File: src/hdl/rlgr_pkg.sv
package rlgr_pkg;

  // Fixed port widths of the recorder channels.
  localparam int IO_SAMPLE_W = 22;
  localparam int TOUCH_W     = 2;

  localparam logic [TOUCH_W-1:0] TOUCH_NONE = 2'd0;
  localparam logic [TOUCH_W-1:0] TOUCH_ONE  = 2'd1;

  // Per-request result handed from the recorder core to the output side.
  // When use_play is set, the value field is not used: the output takes the
  // playback sample that the core resolves once the store read has returned.
  typedef struct packed {
    logic                   valid;
    logic                   use_play;
    logic [IO_SAMPLE_W-1:0] value;
  } rlgr_res_t;

endpackage

File: src/hdl/rlgr_core.sv
module rlgr_core
  import rlgr_pkg::*;
#(
  parameter int STORE_DEPTH = 1024,
  parameter int REPEAT_BITS = 10,
  parameter int SAMPLE_BITS = 22
) (
  input  logic                                 clk,
  input  logic                                 rst_n,
  input  logic                                 accept,
  input  logic [TOUCH_W-1:0]                   touch_count,
  input  logic [IO_SAMPLE_W-1:0]               sample,
  input  logic                                 gate_in,
  input  logic                                 button_in,
  input  logic                                 loop_playback,
  input  logic [REPEAT_BITS+SAMPLE_BITS-1:0]   rd_data,
  output logic                                 wr_en,
  output logic [$clog2(STORE_DEPTH)-1:0]       wr_addr,
  output logic [REPEAT_BITS+SAMPLE_BITS-1:0]   wr_data,
  output logic                                 rd_en,
  output logic [$clog2(STORE_DEPTH)-1:0]       rd_addr,
  output rlgr_res_t                            res,
  output logic [IO_SAMPLE_W-1:0]               play_value
);

  localparam int IDX_W  = $clog2(STORE_DEPTH);
  localparam int WORD_W = REPEAT_BITS + SAMPLE_BITS;
  localparam int CMP_W  = (SAMPLE_BITS > IO_SAMPLE_W) ? SAMPLE_BITS : IO_SAMPLE_W;

  localparam logic [REPEAT_BITS-1:0] REP_MAX  = {REPEAT_BITS{1'b1}};
  localparam logic [SAMPLE_BITS-1:0] SMP_MAX  = {SAMPLE_BITS{1'b1}};
  localparam logic [IDX_W-1:0]       IDX_LAST = IDX_W'(STORE_DEPTH - 1);

  function automatic logic [IDX_W-1:0] next_idx(input logic [IDX_W-1:0] i);
    if (i == IDX_LAST) begin
      return '0;
    end
    return i + IDX_W'(1);
  endfunction

  logic [IDX_W-1:0]       start_r, end_r, cur_r;
  logic                   playing_r, full_r, first_r;
  logic [SAMPLE_BITS-1:0] pend_smp_r, play_smp_r;
  logic [REPEAT_BITS-1:0] pend_rep_r, play_rep_r;
  logic [TOUCH_W-1:0]     prev_touch_r;
  logic                   prev_gate_r, prev_button_r;
  logic                   fetch_pend_r, fetch_zero_r;

  logic [IDX_W-1:0]       start_nxt, end_nxt, cur_nxt;
  logic                   playing_nxt, full_nxt, first_nxt;
  logic [SAMPLE_BITS-1:0] pend_smp_nxt;
  logic [REPEAT_BITS-1:0] pend_rep_nxt, play_rep_nxt;
  logic                   fetch_nxt, fetch_zero_nxt;
  logic                   push;
  logic                   read;

  logic [REPEAT_BITS-1:0] eff_rep;
  logic [SAMPLE_BITS-1:0] eff_smp;
  logic [CMP_W-1:0]       smp_ext, play_ext, rec_ext;
  logic [SAMPLE_BITS-1:0] smp_sat;

  // Playback state as seen by the next request: the word fetched by the
  // previous request lands here the cycle after its read was issued.
  always_comb begin
    if (fetch_pend_r) begin
      if (fetch_zero_r) begin
        eff_rep = '0;
        eff_smp = '0;
      end else begin
        eff_rep = rd_data[REPEAT_BITS-1:0];
        eff_smp = rd_data[WORD_W-1:REPEAT_BITS];
      end
    end else begin
      eff_rep = play_rep_r;
      eff_smp = play_smp_r;
    end
  end

  assign smp_ext    = CMP_W'(sample);
  assign smp_sat    = (smp_ext > CMP_W'(SMP_MAX)) ? SMP_MAX : smp_ext[SAMPLE_BITS-1:0];
  assign play_ext   = CMP_W'(eff_smp);
  assign play_value = play_ext[IO_SAMPLE_W-1:0];
  assign rec_ext    = CMP_W'(smp_sat);

  always_comb begin
    start_nxt      = start_r;
    end_nxt        = end_r;
    cur_nxt        = cur_r;
    playing_nxt    = playing_r;
    full_nxt       = full_r;
    first_nxt      = first_r;
    pend_smp_nxt   = pend_smp_r;
    pend_rep_nxt   = pend_rep_r;
    play_rep_nxt   = eff_rep;
    fetch_nxt      = 1'b0;
    fetch_zero_nxt = 1'b0;
    push           = 1'b0;
    read           = 1'b0;
    wr_addr        = cur_r;
    wr_data        = {pend_smp_r, pend_rep_r};
    rd_addr        = cur_r;
    res            = '0;

    // A trigger edge while untouched restarts playback at the take start.
    if (((gate_in && !prev_gate_r) || (button_in && !prev_button_r)) &&
        (touch_count == TOUCH_NONE)) begin
      playing_nxt = 1'b1;
      cur_nxt     = start_nxt;
    end

    if (touch_count != prev_touch_r) begin
      if ((touch_count == TOUCH_ONE) && (prev_touch_r == TOUCH_NONE)) begin
        first_nxt   = 1'b1;
        playing_nxt = 1'b1;
        start_nxt   = cur_nxt;
        full_nxt    = 1'b0;
      end else if (touch_count == TOUCH_NONE) begin
        // Release: flush the open run and close the take.
        push    = 1'b1;
        wr_addr = cur_nxt;
        wr_data = {pend_smp_nxt, pend_rep_nxt};
        cur_nxt = next_idx(cur_nxt);
        if (cur_nxt == start_nxt) begin
          full_nxt = 1'b1;
        end
        end_nxt = cur_nxt;
        if (full_nxt) begin
          start_nxt = next_idx(end_nxt);
        end
        cur_nxt = start_nxt;
      end
    end

    if (touch_count != TOUCH_NONE) begin
      if (!first_nxt && (pend_smp_nxt == smp_sat) && (pend_rep_nxt != REP_MAX)) begin
        pend_rep_nxt = pend_rep_nxt + REPEAT_BITS'(1);
      end else begin
        if (!first_nxt) begin
          push    = 1'b1;
          wr_addr = cur_nxt;
          wr_data = {pend_smp_nxt, pend_rep_nxt};
          cur_nxt = next_idx(cur_nxt);
          if (cur_nxt == start_nxt) begin
            full_nxt = 1'b1;
          end
        end
        pend_rep_nxt = '0;
        pend_smp_nxt = smp_sat;
      end
      first_nxt      = 1'b0;
      res.valid      = 1'b1;
      res.use_play   = 1'b0;
      res.value      = rec_ext[IO_SAMPLE_W-1:0];
    end else if (start_nxt != end_nxt) begin
      if (eff_rep != '0) begin
        play_rep_nxt = eff_rep - REPEAT_BITS'(1);
      end else begin
        fetch_nxt = 1'b1;
        if (cur_nxt == end_nxt) begin
          if (loop_playback) begin
            cur_nxt = start_nxt;
          end else begin
            playing_nxt = 1'b0;
          end
        end
        if (playing_nxt) begin
          read    = 1'b1;
          rd_addr = cur_nxt;
          cur_nxt = next_idx(cur_nxt);
        end else begin
          fetch_zero_nxt = 1'b1;
        end
      end
      res.valid    = 1'b1;
      res.use_play = 1'b1;
    end
  end

  assign wr_en = accept && push;
  assign rd_en = accept && read;

  always_ff @(posedge clk) begin
    if (!rst_n) begin
      start_r       <= '0;
      end_r         <= '0;
      cur_r         <= '0;
      playing_r     <= 1'b0;
      full_r        <= 1'b0;
      first_r       <= 1'b0;
      pend_smp_r    <= '0;
      pend_rep_r    <= '0;
      play_smp_r    <= '0;
      play_rep_r    <= '0;
      prev_touch_r  <= TOUCH_NONE;
      prev_gate_r   <= 1'b0;
      prev_button_r <= 1'b0;
      fetch_pend_r  <= 1'b0;
      fetch_zero_r  <= 1'b0;
    end else begin
      play_smp_r <= eff_smp;
      if (accept) begin
        start_r       <= start_nxt;
        end_r         <= end_nxt;
        cur_r         <= cur_nxt;
        playing_r     <= playing_nxt;
        full_r        <= full_nxt;
        first_r       <= first_nxt;
        pend_smp_r    <= pend_smp_nxt;
        pend_rep_r    <= pend_rep_nxt;
        play_rep_r    <= play_rep_nxt;
        prev_touch_r  <= touch_count;
        prev_gate_r   <= gate_in;
        prev_button_r <= button_in;
        fetch_pend_r  <= fetch_nxt;
        fetch_zero_r  <= fetch_zero_nxt;
      end else begin
        play_rep_r   <= eff_rep;
        fetch_pend_r <= 1'b0;
        fetch_zero_r <= 1'b0;
      end
    end
  end

endmodule

File: config.mk
export PLATFORM = sky130hd
export DESIGN_NAME = rlgr_core
export DESIGN_NICKNAME = d
export VERILOG_FILES = /design/src/hdl/rlgr_pkg.sv /design/src/hdl/rlgr_core.sv
export SDC_FILE = /design/constraint.sdc
export NUM_CORES = 1
export LEC_CHECK = 0
export BUFFER_PORTS_ARGS = -buffer_cell sky130_fd_sc_hd__clkbuf_2
export CORE_MARGIN = 1.5
export CORE_UTILIZATION = 57
export DETAILED_ROUTE_END_ITERATION = 8
export GPL_TIMING_DRIVEN = 0
export PLACE_DENSITY = 0.82
export SLEW_MARGIN = 40
export SYNTH_ARGS = -nofsm -noshare
export SYNTH_HDL_FRONTEND = slang
export SYNTH_SLANG_ARGS = --single-unit
export TNS_END_PERCENT = 30
File: constraint.sdc
create_clock -name clk -period 11.5 [get_ports clk]
set_input_delay 2.3 -clock clk [delete_from_list [all_inputs] [get_ports clk]]
set_output_delay 2.3 -clock clk [all_outputs]
set_load 0.01 [all_outputs]
==> impl_metrics.csv <==
group,metric,value,unit
global_route,grt_max_degree,19,
placement,gp_congestion,1.055,
global_route,antenna_found_initial,0,
layout,fin_cells,1501,
clocking,cts_max_path_buffers,2,
pwr,ir_worst_vdd,0.00009733,V
sta,tightest_slew,0.8980,ns
sta,setup_violations,0,
synth,yosys_warnings,0,
synth,async_reset_ff_share,0,%
layout,final_cell_mix,"clkbuf_2 (162), nor2_1 (160), dfxtp_1 (103), nand2_1 (90)",
die,fp.coreArea,14530,sq um
route,drtAntennaViolNets,0,
global_route,met1_usage,52.94,%
die,chipHeight,124.9,um
die,die_area,15600,sq um
global_route,met2_usage,63.15,%
route,viasPerCell,6.522,
sta,holdWs,0.4894,ns
global_route,grtUsageMet3,14.39,%
route,drt-initial-drc-count,1093,
placement,numPlacedInstances,1472,
synth,synth_seq_cells,103,
pwr,p_clk_share,22.3,%
pwr,p_int,766.8,uW
pwr,pwr-share-comb,48.0,%
route,firstDrtPassIters,6,
global_route,grt_pass1_wl,50540,um
pwr,power.density,135.1,nW/um^2
layout,fin_util,69.29,%
layout,layout.nets,1379,
critical_path,path_common_cell,"buf_2",
clocking,clk_pin_slew,0.08,ns
sta,fin_crit_sh,97.72,%
layout,final_layout_size_suffix_gt1_share,20.80,%
clocking,hold_buffers,0,
critical_path,worst_path_max_delay_cell,"mux2_2",
clocking,numCtsBuffers,9,
sta,max-slew-margin-rel,39.87,%
global_route,grt.busiest_layer,"met2",
layout,areaGrowthSynthToFinish,18.89,%
clocking,cts_max_level,3,
clocking,cts.sinks,103,
critical_path,critPathArrivalTime,8.94,ns
worst_hold_path,hp-class,"reg -> reg",
route,drc,0,
layout,n_antenna_cell,0,
sta,rsz0062_at_grt,"false",
sta,slew_viol_final,0,
placement,place_area,9508,sq um
synth,synthesis.area,8471,sq um
synth,synthesis.nets,1197,
die,ios,162,
layout,mostFrequentLayoutCell,"clkbuf_2",
global_route,first_global_vias,9142,
worst_hold_path,hp-start,"end_r[1]$_SDFFE_PN0P_",
die,die_w,124.9,um
critical_path,reg2reg_from,"prev_gate_r$_SDFFE_PN0P_",
pwr,sequentialPowerShare,29.7,%
placement,pre_cts_slack,-1.028,ns
die,start_util,58.28,%
clocking,clockRootBuffer,"clkbuf_16",
placement,hpwl,24950,um
clocking,cts_tree,"yes",
critical_path,cp_data_required_time,9.20,ns
sta,fmax,0.08899,GHz
pwr,leakage,4.068,nW
critical_path,end_kind,"output pin",
critical_path,crit_path_start,"gate_in",
global_route,grt_util_all_layers,41.29,%
sta,finalHoldViolations,0,
route,drt-total-wl,33390,um
global_route,grt_overflow,0,
synth,yosysSeqAreaShare,24.34,%
pwr,swShare,43.64,%
critical_path,worstSetupPathType,"in -> out",
route,wl_per_cell,22.25,um
synth,synth_cells,1130,
run_status,status,"finished clean",
layout,fin_area,10070,sq um
sta,fin_ws,0.2622,ns
synth,yosys_most_used_dff,"dfxtp_1",
layout,num-fill-cells,1325,
synth,syn-mean-instance-area,7.496,sq um
sta,fin_crit,11.24,ns
placement,io_buffers,158,
die,rows,44,
job,drv_cap,0,
pwr,p_switching,593.6,uW
sta,finClkSkew,0.008809,ns
synth,synthDistinctLibCells,85,
synth,synth_edf_count,0,
critical_path,cpPeakStageDelay,0.39,ns
critical_path,critical_path.max_fanout,10,
clocking,clkLatencyLatePin,0.36,ns
critical_path,worstSetupStartpointType,"primary input",
route,num_vias,9789,
==> layout make-up <==
type                    count  area [sq um]  share of cell area, %
repair buffers            172         908.4                  9.020
inverters                  22         82.58                 0.8200
flip-flops and latches    103          2062                  20.47
multi-input cells         923          6177                  61.34
clock inverters             7         52.55                 0.5218
plain buffers              81         332.8                  3.305
clock buffers               9         225.2                  2.236
well taps                 184         230.2                  2.286
==> final timing paths <==
kind / to / slack [ns] / cells after the start
worst min-delay path: end_r[1]$_SDFFE_PN0P_ / 0.49 / 2
worst max register to register: cur_r[5]$_SDFFE_PN0P_ / 3.25 / 30
worst max-delay path: rd_addr[4] / 0.26 / 29
worst min register to register: end_r[1]$_SDFFE_PN0P_ / 0.49 / 2
==> critical path, delay by kind of cell <==
| family | cells | cell delay [ns] |
|---|---|---|
| fa+ha+maj | 1 | 0.27 |
| compound gates | 8 | 2.32 |
| mux | 1 | 0.39 |
| buf+inv | 9 | 1.84 |
| simple gates | 9 | 1.66 |
| xor+xnor | 1 | 0.18 |
==> timing repair <==
action	4_1_cts	5_1_grt
resized for setup	16	18
setup buffers	1	13
pin swaps	1	6
hold endpoints to repair	0	0
endpoints found under the setup margin	11	11
==> power groups by stage <==
stage / clock network (mW) / logic (mW) / registers (mW)
floorplan: 0 / 0.415 / 0.410
global placement: 0 / 0.597 / 0.411
detailed placement: 0 / 0.602 / 0.412
CTS: 0.304 / 0.614 / 0.404
global route: 0.317 / 0.693 / 0.407
finish: 0.303 / 0.653 / 0.404
==> routing by layer <==
metal	share of wire [%]	wire (um)	vias to the layer above
met3	14	4568	133
li1	-	-	4409
met5	0	0	-
met1	39	13000	4539
met4	4.4	1457	0
met2	43	14370	708
==> cells by family after synthesis <==
group	share of synthesized area, %
fa+ha+maj	0.7386
mux	9.542
xor+xnor	9.971
compound gates	23.23
flops	24.34
simple gates	27.31
buf+inv	4.860
==> flip-flops by register name, indices dropped and copies added, names as in the netlist, 2 cells and up <==
| name | cells |
|---|---|
| play_smp_r | 22 |
| cur_r | 10 |
| start_r | 10 |
| play_rep_r | 10 |
| pend_smp_r | 22 |
| prev_touch_r | 2 |
| pend_rep_r | 10 |
| end_r | 10 |
==> through the flow <==
| step | power (mW) | setup TNS [ns] |
|---|---|---|
| floorplan | 0.8253 | 0 |
| global placement | 1.007 | -8.035 |
| detailed placement | 1.014 | -7.977 |
| CTS | 1.323 | 0 |
| global route | 1.418 | 0 |
| finish | 1.360 | 0 |
==> cell usage after synthesis (10+ instances only) <==
cell      number  area (sq um)
nor3_1        28         140.1
xor2_1        46         402.9
a21oi_1       66         330.3
nor4_1        12         75.07
and3_1        17         106.4
a22oi_1       12         90.09
nor2b_1       11         68.82
a22o_1        22         192.7
a31oi_1       11         68.82
clkbuf_1      69         259.0
and2_1        52         325.3
o211ai_1      10         75.07
dfxtp_1      103          2062
mux2i_1       51         510.5
nand3_1       30         150.1
a211oi_1      17         127.6
nand4_1       13         81.33
inv_1         19         71.32
o21ai_0       39         195.2
mux2_2        24         270.3
o221ai_1      12         105.1
nor2_1       164         615.6
nand2_1       90         337.8
xnor2_1       46         402.9
nand2b_1      17         106.4
Note: power is estimated with default switching activity, not from simulation.
